`src/hdl/cbcp_pkg.sv`:
```
// Shared types and constants of the class boundary cut point detector.
// No dependencies; every other file of the block imports this package.
`default_nettype none

package cbcp_pkg;

	localparam int VALUE_W = 32;
	localparam int LABEL_W = 8;
	localparam int TOL_W   = 31;
	localparam int CUT_W   = 17;

	localparam int MAX_ITEMS_DEF   = 65536;
	localparam int QUEUE_DEPTH_DEF = 4;

	// One queue entry holds every result caused by one sample.
	typedef struct packed {
		logic             two;
		logic [CUT_W-1:0] idx0;
		logic [CUT_W-1:0] idx1;
	} cbcp_entry_t;

	typedef struct packed {
		logic        push;
		cbcp_entry_t entry;
	} cbcp_qwr_t;

	typedef struct packed {
		logic        full;
		logic        nonempty;
		cbcp_entry_t head;
	} cbcp_qstat_t;

endpackage

`default_nettype wire

```
`src/hdl/cbcp_if.sv`:
```
// Channel interfaces of the cut point detector: samples in, cut points out.
// Depends on cbcp_pkg.
`default_nettype none

interface cbcp_in_if
	import cbcp_pkg::*;
	();
	logic               valid;
	logic               ready;
	logic [VALUE_W-1:0] value;
	logic [LABEL_W-1:0] label;
	logic               last;

	modport source (output valid, value, label, last, input ready);
	modport sink (input valid, value, label, last, output ready);
endinterface

interface cbcp_out_if
	import cbcp_pkg::*;
	();
	logic             valid;
	logic             ready;
	logic [CUT_W-1:0] cut_index;
	logic             end_of_run;

	modport source (output valid, cut_index, end_of_run, input ready);
	modport sink (input valid, cut_index, end_of_run, output ready);
endinterface

`default_nettype wire

```
`src/hdl/cbcp_front.sv`:
```
// Front part: holds the tolerance register and the block state, classifies
// each sample and writes the cut points it causes into the queue. Uses cbcp_pkg.
`default_nettype none

module cbcp_front
	import cbcp_pkg::*;
#(
	parameter int MAX_ITEMS = MAX_ITEMS_DEF
) (
	input  wire logic               clk,
	input  wire logic               arst_n,
	input  wire logic               cfg_we,
	input  wire logic [TOL_W-1:0]   cfg_wdata,
	input  wire logic               accept,
	input  wire logic [VALUE_W-1:0] value,
	input  wire logic [LABEL_W-1:0] label,
	input  wire logic               last,
	output cbcp_qwr_t               qwr
);

	localparam int IDX_W = $clog2(MAX_ITEMS + 1);
	localparam logic [IDX_W-1:0] MaxIdx = IDX_W'(MAX_ITEMS);

	logic [TOL_W-1:0]   tol_q;
	logic [IDX_W-1:0]   count_q;
	logic [VALUE_W-1:0] prev_q;
	logic [LABEL_W-1:0] blk_label_q;
	logic               blk_mixed_q;
	logic               first_q;
	logic [LABEL_W-1:0] ear_label_q;
	logic               ear_mixed_q;
	logic [IDX_W-1:0]   ear_bound_q;

	logic               start;
	logic signed [VALUE_W:0] diff;
	logic               joined;
	logic               close_now;
	logic               new_label;
	logic               blocks_differ;
	logic               emit_first;
	logic               emit_final;
	logic [IDX_W-1:0]   count_inc;

	assign start     = (count_q == '0);
	assign diff      = $signed({value[VALUE_W-1], value}) - $signed({prev_q[VALUE_W-1], prev_q});
	assign joined    = !start && (diff <= $signed({2'b00, tol_q}));
	assign close_now = !start && !joined;
	assign new_label = (label != blk_label_q);
	assign count_inc = (count_q == MaxIdx) ? count_q : count_q + 1'b1;

	// The block closing now (on a rise or on a final joining sample) is
	// compared with the earlier block; both cases report the earlier boundary.
	// A final joining sample with a new label makes its own block mixed first.
	assign blocks_differ = blk_mixed_q || ear_mixed_q || (blk_label_q != ear_label_q) ||
		(joined && new_label);
	assign emit_first    = !first_q && blocks_differ && (close_now || (last && joined));

	// The end check only fires when the final sample opened a block of its own:
	// after a joining close the two blocks are identical. The closed block is
	// then the earlier one, with its boundary at the current index.
	assign emit_final = last && close_now && (blk_mixed_q || new_label);

	always_comb begin
		qwr.push       = accept && (emit_first || emit_final);
		qwr.entry.two  = emit_first && emit_final;
		qwr.entry.idx0 = emit_first ? CUT_W'(ear_bound_q) : CUT_W'(count_q);
		qwr.entry.idx1 = CUT_W'(count_q);
	end

	always_ff @(posedge clk or negedge arst_n) begin
		if (!arst_n) begin
			tol_q <= '0;
		end else if (cfg_we) begin
			tol_q <= cfg_wdata;
		end
	end

	always_ff @(posedge clk or negedge arst_n) begin
		if (!arst_n) begin
			count_q     <= '0;
			prev_q      <= '0;
			blk_label_q <= '0;
			blk_mixed_q <= 1'b0;
			first_q     <= 1'b1;
			ear_label_q <= '0;
			ear_mixed_q <= 1'b1;
			ear_bound_q <= '0;
		end else if (accept) begin
			if (last) begin
				count_q     <= '0;
				prev_q      <= '0;
				blk_label_q <= '0;
				blk_mixed_q <= 1'b0;
				first_q     <= 1'b1;
				ear_label_q <= '0;
				ear_mixed_q <= 1'b1;
				ear_bound_q <= '0;
			end else begin
				count_q <= count_inc;
				prev_q  <= value;
				if (start) begin
					blk_label_q <= label;
					blk_mixed_q <= 1'b0;
				end else if (joined) begin
					blk_mixed_q <= blk_mixed_q || new_label;
				end else begin
					ear_label_q <= blk_label_q;
					ear_mixed_q <= blk_mixed_q;
					ear_bound_q <= count_q;
					first_q     <= 1'b0;
					blk_label_q <= label;
					blk_mixed_q <= 1'b0;
				end
			end
		end
	end

endmodule

`default_nettype wire

```
`src/hdl/cbcp_queue.sv`:
```
// Short queue between the front and back parts; one entry per sample that
// causes results. Uses cbcp_pkg.
`default_nettype none

module cbcp_queue
	import cbcp_pkg::*;
#(
	parameter int DEPTH = QUEUE_DEPTH_DEF
) (
	input  wire logic clk,
	input  wire logic arst_n,
	input  wire cbcp_qwr_t qwr,
	input  wire logic pop,
	output cbcp_qstat_t qstat
);

	localparam int PTR_W = (DEPTH > 1) ? $clog2(DEPTH) : 1;
	localparam int CNT_W = $clog2(DEPTH + 1);
	localparam logic [PTR_W-1:0] LastPtr = PTR_W'(DEPTH - 1);
	localparam logic [CNT_W-1:0] FullCnt = CNT_W'(DEPTH);

	cbcp_entry_t      slots_q [DEPTH];
	logic [PTR_W-1:0] wr_ptr_q;
	logic [PTR_W-1:0] rd_ptr_q;
	logic [CNT_W-1:0] fill_q;

	always_comb begin
		qstat.full     = (fill_q == FullCnt);
		qstat.nonempty = (fill_q != '0);
		qstat.head     = slots_q[rd_ptr_q];
	end

	always_ff @(posedge clk) begin
		if (qwr.push) begin
			slots_q[wr_ptr_q] <= qwr.entry;
		end
	end

	always_ff @(posedge clk or negedge arst_n) begin
		if (!arst_n) begin
			wr_ptr_q <= '0;
			rd_ptr_q <= '0;
			fill_q   <= '0;
		end else begin
			if (qwr.push) begin
				wr_ptr_q <= (wr_ptr_q == LastPtr) ? '0 : wr_ptr_q + 1'b1;
			end
			if (pop) begin
				rd_ptr_q <= (rd_ptr_q == LastPtr) ? '0 : rd_ptr_q + 1'b1;
			end
			case ({qwr.push, pop})
				2'b10:   fill_q <= fill_q + 1'b1;
				2'b01:   fill_q <= fill_q - 1'b1;
				default: fill_q <= fill_q;
			endcase
		end
	end

endmodule

`default_nettype wire

```
`src/hdl/cbcp_back.sv`:
```
// Back part: takes queue entries and sends their cut points one transfer at
// a time, marking the last one of each sample. Uses cbcp_pkg and cbcp_if.
`default_nettype none

module cbcp_back
	import cbcp_pkg::*;
(
	input  wire logic  clk,
	input  wire logic  arst_n,
	input  wire cbcp_qstat_t qstat,
	output logic       pop,
	cbcp_out_if.source cuts
);

	logic second_q;
	logic xfer;

	assign xfer            = cuts.valid && cuts.ready;
	assign cuts.valid      = qstat.nonempty;
	assign cuts.cut_index  = second_q ? qstat.head.idx1 : qstat.head.idx0;
	assign cuts.end_of_run = second_q || !qstat.head.two;
	assign pop             = xfer && cuts.end_of_run;

	always_ff @(posedge clk or negedge arst_n) begin
		if (!arst_n) begin
			second_q <= 1'b0;
		end else if (xfer) begin
			second_q <= !cuts.end_of_run;
		end
	end

endmodule

`default_nettype wire

```
`src/hdl/class_boundary_cut_points.sv`:
```
// Top level of the class boundary cut point detector: front, queue and back.
// Depends on cbcp_pkg, cbcp_if, cbcp_front, cbcp_queue and cbcp_back.
//
// Samples arrive sorted by value, each with a class label, and the block
// groups neighbors that rise by at most the tolerance register into blocks.
// When a block closes it is compared with the one before it, and the start
// index of the closing block goes out as a candidate cut point when either
// is mixed or their labels differ; a sample can cause zero, one or two cut
// points, the last of them marked by end_of_run. A sample is accepted every
// cycle while the queue has room: the front classifies each sample
// combinationally, and the back sends one cut point per cycle while the
// output is ready; the QUEUE_DEPTH entry queue absorbs a sample with two.
// Indices saturate at MAX_ITEMS. Write tolerance only while the block is idle.
`default_nettype none

module class_boundary_cut_points
	import cbcp_pkg::*;
#(
	parameter int MAX_ITEMS   = MAX_ITEMS_DEF,
	parameter int QUEUE_DEPTH = QUEUE_DEPTH_DEF
) (
	input  wire logic             clk,
	input  wire logic             arst_n,
	input  wire logic             cfg_we,
	input  wire logic [TOL_W-1:0] cfg_wdata,
	cbcp_in_if.sink               samples,
	cbcp_out_if.source            cuts
);

	cbcp_qwr_t   qwr;
	cbcp_qstat_t qstat;
	logic        pop;
	logic        accept;

	assign samples.ready = !qstat.full;
	assign accept        = samples.valid && samples.ready;

	cbcp_front #(
		.MAX_ITEMS(MAX_ITEMS)
	) u_front (
		.clk      (clk),
		.arst_n   (arst_n),
		.cfg_we   (cfg_we),
		.cfg_wdata(cfg_wdata),
		.accept   (accept),
		.value    (samples.value),
		.label    (samples.label),
		.last     (samples.last),
		.qwr      (qwr)
	);

	cbcp_queue #(
		.DEPTH(QUEUE_DEPTH)
	) u_queue (
		.clk   (clk),
		.arst_n(arst_n),
		.qwr   (qwr),
		.pop   (pop),
		.qstat (qstat)
	);

	cbcp_back u_back (
		.clk   (clk),
		.arst_n(arst_n),
		.qstat (qstat),
		.pop   (pop),
		.cuts  (cuts)
	);

	// An entry is only written when the queue has room for it.
	a_no_overflow: assert property (@(posedge clk) disable iff (!arst_n)
		qwr.push |-> (!qstat.full || pop))
		else $error("queue written while full");

	// After the first of two cut points the second is offered at once.
	a_second_follows: assert property (@(posedge clk) disable iff (!arst_n)
		(cuts.valid && cuts.ready && !cuts.end_of_run) |=> cuts.valid)
		else $error("second cut point missing");

	// A transfer that ends a sample's results retires its queue entry.
	a_pop_on_end: assert property (@(posedge clk) disable iff (!arst_n)
		(cuts.valid && cuts.ready && cuts.end_of_run) |-> pop)
		else $error("queue entry not retired");

endmodule

`default_nettype wire
```
`src/flat_wrapper.sv`:
```
// flat-port wrapper written by rule: the top's interface ports become plain ports
module class_boundary_cut_points_flat import cbcp_pkg::*;
#(
	parameter int MAX_ITEMS   = MAX_ITEMS_DEF,
	parameter int QUEUE_DEPTH = QUEUE_DEPTH_DEF
)
  (clk, arst_n, cfg_we, cfg_wdata, samples_valid, samples_value, samples_label, samples_last, samples_ready, cuts_valid, cuts_cut_index, cuts_end_of_run, cuts_ready);
  cbcp_in_if samples_i ();
  cbcp_out_if cuts_i ();
  input  wire logic clk;
  input  wire logic arst_n;
  input  wire logic cfg_we;
  input  wire logic [TOL_W-1:0] cfg_wdata;
  input wire logic [$bits(samples_i.valid)-1:0] samples_valid;
  input wire logic [$bits(samples_i.value)-1:0] samples_value;
  input wire logic [$bits(samples_i.label)-1:0] samples_label;
  input wire logic [$bits(samples_i.last)-1:0] samples_last;
  output wire logic [$bits(samples_i.ready)-1:0] samples_ready;
  output wire logic [$bits(cuts_i.valid)-1:0] cuts_valid;
  output wire logic [$bits(cuts_i.cut_index)-1:0] cuts_cut_index;
  output wire logic [$bits(cuts_i.end_of_run)-1:0] cuts_end_of_run;
  input wire logic [$bits(cuts_i.ready)-1:0] cuts_ready;
  assign samples_i.valid = samples_valid;
  assign samples_i.value = samples_value;
  assign samples_i.label = samples_label;
  assign samples_i.last = samples_last;
  assign samples_ready = samples_i.ready;
  assign cuts_valid = cuts_i.valid;
  assign cuts_cut_index = cuts_i.cut_index;
  assign cuts_end_of_run = cuts_i.end_of_run;
  assign cuts_i.ready = cuts_ready;
  class_boundary_cut_points #(.MAX_ITEMS(MAX_ITEMS), .QUEUE_DEPTH(QUEUE_DEPTH)) u_core (.clk(clk), .arst_n(arst_n), .cfg_we(cfg_we), .cfg_wdata(cfg_wdata), .samples(samples_i), .cuts(cuts_i));
endmodule
```
`config.mk`:
```
export PLATFORM = sky130hd
export DESIGN_NAME = class_boundary_cut_points_flat
export DESIGN_NICKNAME = d
export VERILOG_FILES = /design/src/hdl/cbcp_pkg.sv /design/src/hdl/cbcp_if.sv /design/src/hdl/cbcp_front.sv /design/src/hdl/cbcp_queue.sv /design/src/hdl/cbcp_back.sv /design/src/hdl/class_boundary_cut_points.sv /design/src/flat_wrapper.sv
export SDC_FILE = /design/constraint.sdc
export NUM_CORES = 1
export LEC_CHECK = 0
export BUFFER_PORTS_ARGS = -buffer_cell sky130_fd_sc_hd__buf_2
export CAP_MARGIN = 20
export CORE_MARGIN = 2
export CORE_UTILIZATION = 43
export CTS_BUF_LIST = sky130_fd_sc_hd__clkbuf_8
export CTS_CLUSTER_DIAMETER = 100
export DETAILED_ROUTE_END_ITERATION = 7
export GPL_TIMING_DRIVEN = 0
export PLACE_DENSITY = 0.71
export SKIP_LAST_GASP = 1
export SLEW_MARGIN = 20
export SYNTH_ARGS = -nofsm -noshare
export SYNTH_HDL_FRONTEND = slang
export SYNTH_SLANG_ARGS = --single-unit
export TNS_END_PERCENT = 50
```
`constraint.sdc`:
```
create_clock -name clk -period 9.35 [get_ports clk]
set_input_delay 0.935 -clock clk [delete_from_list [all_inputs] [get_ports clk]]
set_output_delay 0.935 -clock clk [all_outputs]
set_load 0.01 [all_outputs]
```
==> results of run 1 <==
## metrics by stage
| step | hold slack (ns) | worst slack [ns] |
|---|---|---|
| after global placement | 0.451 | -1.82 |
| after floorplan | 0.441 | 1.18 |
| final | 0.263 | 2.38 |
| after CTS | 0.256 | 2.37 |
| after detailed placement | 0.453 | 1.81 |
| after global routing | 0.282 | 1.94 |
## registers in the layout, summed over array words and instances (netlist names), 2 cells and up
name / count
u_core.u_queue.wr_ptr_q: 2
u_core.u_queue.fill_q: 3
u_core.u_front.ear_label_q: 8
u_core.u_front.prev_q: 32
u_core.u_front.count_q: 17
u_core.u_front.ear_bound_q: 17
u_core.u_queue.rd_ptr_q: 2
u_core.u_queue.slots_q: 140
u_core.u_front.blk_label_q: 8
u_core.u_front.tol_q: 31
## area by class of cell
| cell class | instances | area, um^2 | share of cell area |
|---|---|---|---|
| Sequential cell | 264 | 7310 | 0.462 |
| Multi-Input combinational cell | 737 | 5820 | 0.368 |
| Clock buffer | 52 | 716 | 0.0452 |
| Timing Repair Buffer | 107 | 651 | 0.0411 |
| Tap cell | 402 | 503 | 0.0318 |
| Inverter | 94 | 353 | 0.0223 |
| Buffer | 57 | 273 | 0.0172 |
| Clock inverter | 32 | 209 | 0.0132 |
## synth_stat cells (9+ instances only)
library cell	n
a41o_1	30
edfxtp_1	140
a21o_1	12
nor2b_1	13
a211oi_1	10
nand2b_1	11
nor2_1	41
mux2_4	13
nor3_1	10
o21ai_0	58
dfrtp_1	122
mux2_2	16
inv_1	92
clkbuf_1	39
mux4_2	35
a21oi_1	80
nand2_1	118
ha_1	71
a22o_1	24
nand3_1	28
nand4_1	18
xor2_1	18
or3_1	9
xnor2_1	38
## power groups by stage
stage | combinational (W) | clock [W] | sequential, W
after floorplan | 0.00126 | 0 | 0.00148
after global placement | 0.00164 | 0 | 0.00150
after detailed placement | 0.00172 | 0 | 0.00150
after CTS | 0.00172 | 0.00108 | 0.00148
after global routing | 0.00190 | 0.00113 | 0.00149
final | 0.00171 | 0.00105 | 0.00148
## worst max-delay path, delay by kind of cell
kind                     cells  cell delay [ns]
buffers and inverters        4             0.50
AO/OA/AOI/OAI               12             3.12
AND/OR/NAND/NOR              8             1.22
XOR/XNOR                     3             0.49
adder cells (fa/ha/maj)      4             1.20
## routing by layer
layer  share of wire  GRT usage  wire (um)
met4           0.022     0.0526        675
met3           0.049     0.0301       1500
met2            0.49      0.326      15100
met5               0          0          0
met1            0.44      0.243      13400
## how the worst max path moves through the flow
stage,from,end,slack (ns),cells after the start
after CTS,samples_value[8],u_core.u_queue.slots_q[1][28],2.37,25
after detailed placement,samples_value[8],u_core.u_queue.slots_q[1][10],1.81,25
after global routing,samples_value[8],u_core.u_queue.fill_q[2],1.94,31
after global placement,samples_value[8],u_core.u_queue.slots_q[0][27],-1.82,23
after floorplan,samples_value[20],u_core.u_queue.slots_q[0][0],1.18,21
final,samples_value[8],u_core.u_queue.fill_q[2],2.38,31
## logic make-up (layout without fill, tap and decap cells)
kind of cell    Yosys count  after routing  synth area share
flops                   264            264             0.533
xor+xnor                 56             56            0.0358
buf+inv                 151            342            0.0456
mux                      64             64            0.0849
fa+ha+maj                73             73            0.0677
compound gates          264            264             0.133
simple gates            280            280             0.100
## placed cells by master (no fill, tap or decap), drive strengths merged, types with 3 or more instances in the layout
cell type	count
edfxtp	140
buf	124
dfrtp	122
nand2	118
inv	111
clkbuf	92
a21oi	80
ha	71
o21ai	61
nor2	41
xnor2	38
mux4	35
a41o	30
mux2	29
nand3	28
a22o	24
nand4	19
xor2	18
nor2b	13
a21o	12
nand2b	11
nor3	11
clkinv	11
a211oi	11
or3	9
and3	9
nor4	7
o21a	6
o211ai	6
and2	5
a211o	4
o31ai	4
o221ai	4
or2	3
==> out/metrics.yaml, run 1 <==
status: "complete, no violations"
crit_path_top_delay_cell: "a2111oi_0"
clkLatencyLatePin_ns: 0.58
critical_path_class: "input pin to flop"
cts_buffers: 45
switching_power_w: 0.00153
drt_iter0_drc: 634
wire_per_inst_um: 17.6
syn_area_um2: 13700
placed_cell_area_um2: 14900
placementRows: 65
reg2reg_to: "u_core.u_queue.fill_q[2]"
end_kind: "flop"
grt_max_degree: 80
die_height_um: 183
cts_buffer_depth: 3
antenna_cells: 0
grt_pass1_wl_um: 50000
worstPathMaxFanout: 10
synth.top_cell.area_share: 0.307
dp.cells: 1661
cp.required_ns: 9.84
vias_per_cell: 5.46
synth_edf_count: 140
final_cell_count_no_fill: 1745
clock-sinks: 264
finalCritPeriodShare: 0.746
fp.dieArea_um2: 33300
syn_inst: 1152
cts-root-buf: "clkbuf_8"
port_buffers: 94
antenna_found_initial: 0
io_pins: 97
syn_to_final_growth_pct: 15.5
critPathLaunchType: "input pin"
seq_power_share: 0.349
h-tree-depth: 2
period_needed_ns: 6.97
core_area_um2: 31500
gp_congestion: 0.840
final_area_um2: 15800
grt_usage: 0.187
yosysSeqAreaShare: 0.533
synthDistinctLibCells: 79
finalSetupViolations: 0
intPower_w: 0.00271
yosys_warnings: 0
comb_power_share: 0.403
critPathMaxStageDelay_ns: 0.71
cts_tree: "done"
grt-ovfl-total: 0
worst_slew_pin_slew_ns: 0.912
ff2ff_path_depth: 31
firstDrtPassIters: 5
layout-drive-gt1-share: 0.200
syn_avg_cell_area_um2: 11.9
routed_wl_um: 30600
p_sw_frac: 0.360
ys_seq_elements: 264
hold_viol: 0
maxCapViolations: 0
pwr-share-clk: 0.248
peakVddDrop_mv: 0.168
grt_setup_unrepaired: "no"
drcViolationCount: 0
cp_data_arrival_time_ns: 7.46
ant_nets: 0
postCtsHoldBufs: 0
post_cts_resized: 0
slew_headroom: 0.392
start_util: 0.435
slew_viol_final: 0
synth_flop_cell: "edfxtp_1"
vias: 9532
die_w_um: 183
hold_path.class: "input pin to asynchronous set/reset pin"
p_leak_nw: 6.84
worstReg2RegStart: "u_core.u_front.prev_q[8]"
fin_util: 0.503
p_per_area_nw_per_um2: 268
syn_nets: 1302
tns_ns: 0
p_total_w: 0.00424
place_hpwl_um: 22300
synth.area.top_cells: "edfxtp_1 (31%), dfrtp_1 (22%), ha_1 (6.5%)"
fin_skew_ns: 0.0183
grt_pass1_vias: 9607
async_flop_share: 0.470
ff2ff_setup_slack_ns: 2.51
clkTransAtPathRegs_ns: 0.06
fill_cells: 2756
post_cts_buffers: 0
nNetsFinal: 1456
yosysTopAreaCell: "edfxtp_1"
max_freq_mhz: 143
(Power assumes the default switching activity.)
==> run 2, diff against run 1 <==
PLACE_DENSITY = 0.73   (was 0.71)
clock period = 5.6 ns   (was 9.35 ns; I/O delays follow)
==> out/metrics.yaml, run 2 (synthesized netlist as in run 1, its figures left out) <==
maxCapViolations: 0  # unchanged
ant_nets: 0  # unchanged
gp_congestion: 0.896  # +6.6%
min_path_cells: 3
dpl_worst_slack_ns: -1.14  # -2.96 ns
wire_per_inst_um: 18.7  # +6.6%
worstPathMaxFanout: 5  # -5
setup_slack_ns: -0.323  # -2.70 ns
die_w_um: 183  # unchanged
io_pins: 97  # unchanged
grt_pass1_wl_um: 52500  # +5.1%
layout-drive-gt1-share: 0.267  # +0.0668
routed_wl_um: 33500  # +9.5%
largest_register_ffs: 140  # unchanged
antenna_cells: 0  # unchanged
grt_busiest_layer: "met2"
end_kind: "flop"
critical_path_class: "flop to flop"
cp_data_arrival_time_ns: 6.40  # -1.06 ns
violations: "setup timing"
holdPathEnd: "u_core.u_front.tol_q[21]"
h-tree-depth: 2  # unchanged
final_cell_count_no_fill: 1791  # +2.6%
ff2ff_path_depth: 29  # -6.5%
reg.largest.list: "u_core.u_queue.slots_q: 140 flops, u_core.u_front.prev_q: 32 flops, u_core.u_front.tol_q: 31 flops"
antenna_found_initial: 1  # +1
critPathMaxStageDelay_ns: 0.41  # -0.30 ns
p_per_area_nw_per_um2: 443  # +66%
grt_util_met2: 0.353  # +0.0268
vias: 9977  # +4.7%
grt_max_degree: 88  # +10%
firstDrtPassIters: 6  # +1
clock-sinks: 264  # unchanged
peakVddDrop_mv: 0.202  # +20%
slew_viol_final: 0  # unchanged
fp.dieArea_um2: 33300  # unchanged
syn_to_final_growth_pct: 22.4
grt_util_met1: 0.250  # +0.00755
drt_iter0_drc: 648  # +2.2%
cts_buffer_depth: 3  # unchanged
max_freq_mhz: 169
place_hpwl_um: 22600  # +1.5%
finalCritPeriodShare: 1.06
dp.cells: 1660  # -0.060%
cts_buffers: 45  # unchanged
largest_register: "u_core.u_queue.slots_q"
ff2ff_setup_slack_ns: -0.32  # -2.83 ns
grt_setup_unrepaired: "yes"
cts_tree: "done"
tns_ns: -29.32  # -29.32 ns
reg2reg_to: "u_core.u_queue.fill_q[2]"
die_height_um: 183  # unchanged
core_area_um2: 31500  # unchanged
fin_skew_ns: 0.0267  # +0.00841 ns
grt_usage: 0.200  # +0.0124
crit_buf_inv: 3  # -1
clkLatencyLatePin_ns: 0.57  # about the same
vias_per_cell: 5.57  # +2.0%
hold_path.class: "input pin to flop"
nNetsFinal: 1504  # +3.3%
cp.required_ns: 6.07  # -3.77 ns
placementRows: 65  # unchanged
status: "finished, violations left"
hp-start: "cfg_wdata[21]"
met3_usage: 0.0335  # +0.00339
grt_pass1_vias: 10100  # +5.0%
period_needed_ns: 5.92
worst_slew_pin_slew_ns: 0.911  # -0.000484 ns
port_buffers: 94  # unchanged
cts-root-buf: "clkbuf_8"
crit_family: "simple AND/OR/NAND/NOR gates"
final_common_cell: "edfxtp_1"
crit_path_top_delay_cell: "dfrtp_1"
mostFrequentLayoutCells: "edfxtp_1 (140), dfrtp_1 (122), nand2_1 (118)"
clkTransAtPathRegs_ns: 0.06  # about the same
drcViolationCount: 0  # unchanged
p_leak_nw: 7.19  # +5.1%
slew_headroom: 0.392  # about the same
critPathLaunchType: "flop"
hold_viol: 0  # unchanged
finalSetupViolations: 193  # +193
worstReg2RegStart: "u_core.u_front.prev_q[0]"
grt-ovfl-total: 0  # unchanged
start_util: 0.435  # unchanged
## run 2: cell types whose count changed in the layout (fill, tap and decap cells not counted), moves of 5 or more
cell,previous run,this run
a21oi_1,80,69
clkinv_1,4,9
a21oi_2,0,9
inv_2,0,8
buf_4,3,29
ha_1,71,58
inv_1,109,100
buf_6,12,22
buf_12,1,8
o21ai_0,58,53
ha_4,0,12
## run 2: area by class of cell
cell class	instances	area, um^2
Clock buffer	49	674
Clock inverter	33	176
Inverter	94	353
Sequential cell	264	7310
Fill cell	2612	14700
Buffer	54	255
Multi-Input combinational cell	737	6260
Timing Repair Buffer	158	1240
Tap cell	402	503
## run 2: how the worst max path moves through the flow
| stage | end | cells after the start | slack [ns] | from |
|---|---|---|---|---|
| after floorplan | u_core.u_queue.slots_q[0][0] | 24 | -0.24 | samples_value[4] |
| after global placement | u_core.u_queue.slots_q[1][27] | 27 | -1.60 | samples_value[0] |
| after detailed placement | u_core.u_queue.fill_q[2] | 32 | -1.14 | samples_value[0] |
| after CTS | u_core.u_queue.fill_q[2] | 29 | -0.39 | u_core.u_front.prev_q[20] |
| after global routing | u_core.u_queue.fill_q[2] | 29 | -0.61 | u_core.u_front.prev_q[0] |
| final | u_core.u_queue.fill_q[2] | 29 | -0.32 | u_core.u_front.prev_q[0] |
## run 2: timing repair
item	CTS	global route
pin swaps	30	24
hold buffers	1	0
gates resized for setup	64	37
buffers inserted	41	11
hold endpoints to repair	37	0
endpoints found under the setup margin	211	244
cloned	6	1
## run 2: power by group
group / total, W / internal (W) / switching, W
registers: 0.00248 / 0.00233 / 0.000151
clock network: 0.00165 / 0.000857 / 0.000797
logic: 0.00330 / 0.00152 / 0.00178
## run 2: metal layers
metal / share of wire / wire length [um]
met1: 0.41 / 13800
met2: 0.50 / 16900
met3: 0.060 / 2000
met4: 0.026 / 886
met5: 0.00045 / 15
## run 2: worst min-delay path, stage by stage
cell and delay [ns]:
buf_2 0.07, nand2_1 0.04, o21ai_0 0.06
## run 2: per-stage QoR
step / hold WS [ns] / area, um^2 / utilization / total power, W
after CTS: 0.172 / 16700 / 0.529 / 0.00737
after global routing: 0.196 / 16800 / 0.533 / 0.00790
after floorplan: 0.264 / 13900 / - / 0.00466
after global placement: 0.453 / 14900 / 0.473 / 0.00533
final: 0.206 / 16800 / 0.533 / 0.00744
after detailed placement: 0.458 / 15100 / 0.479 / 0.00544
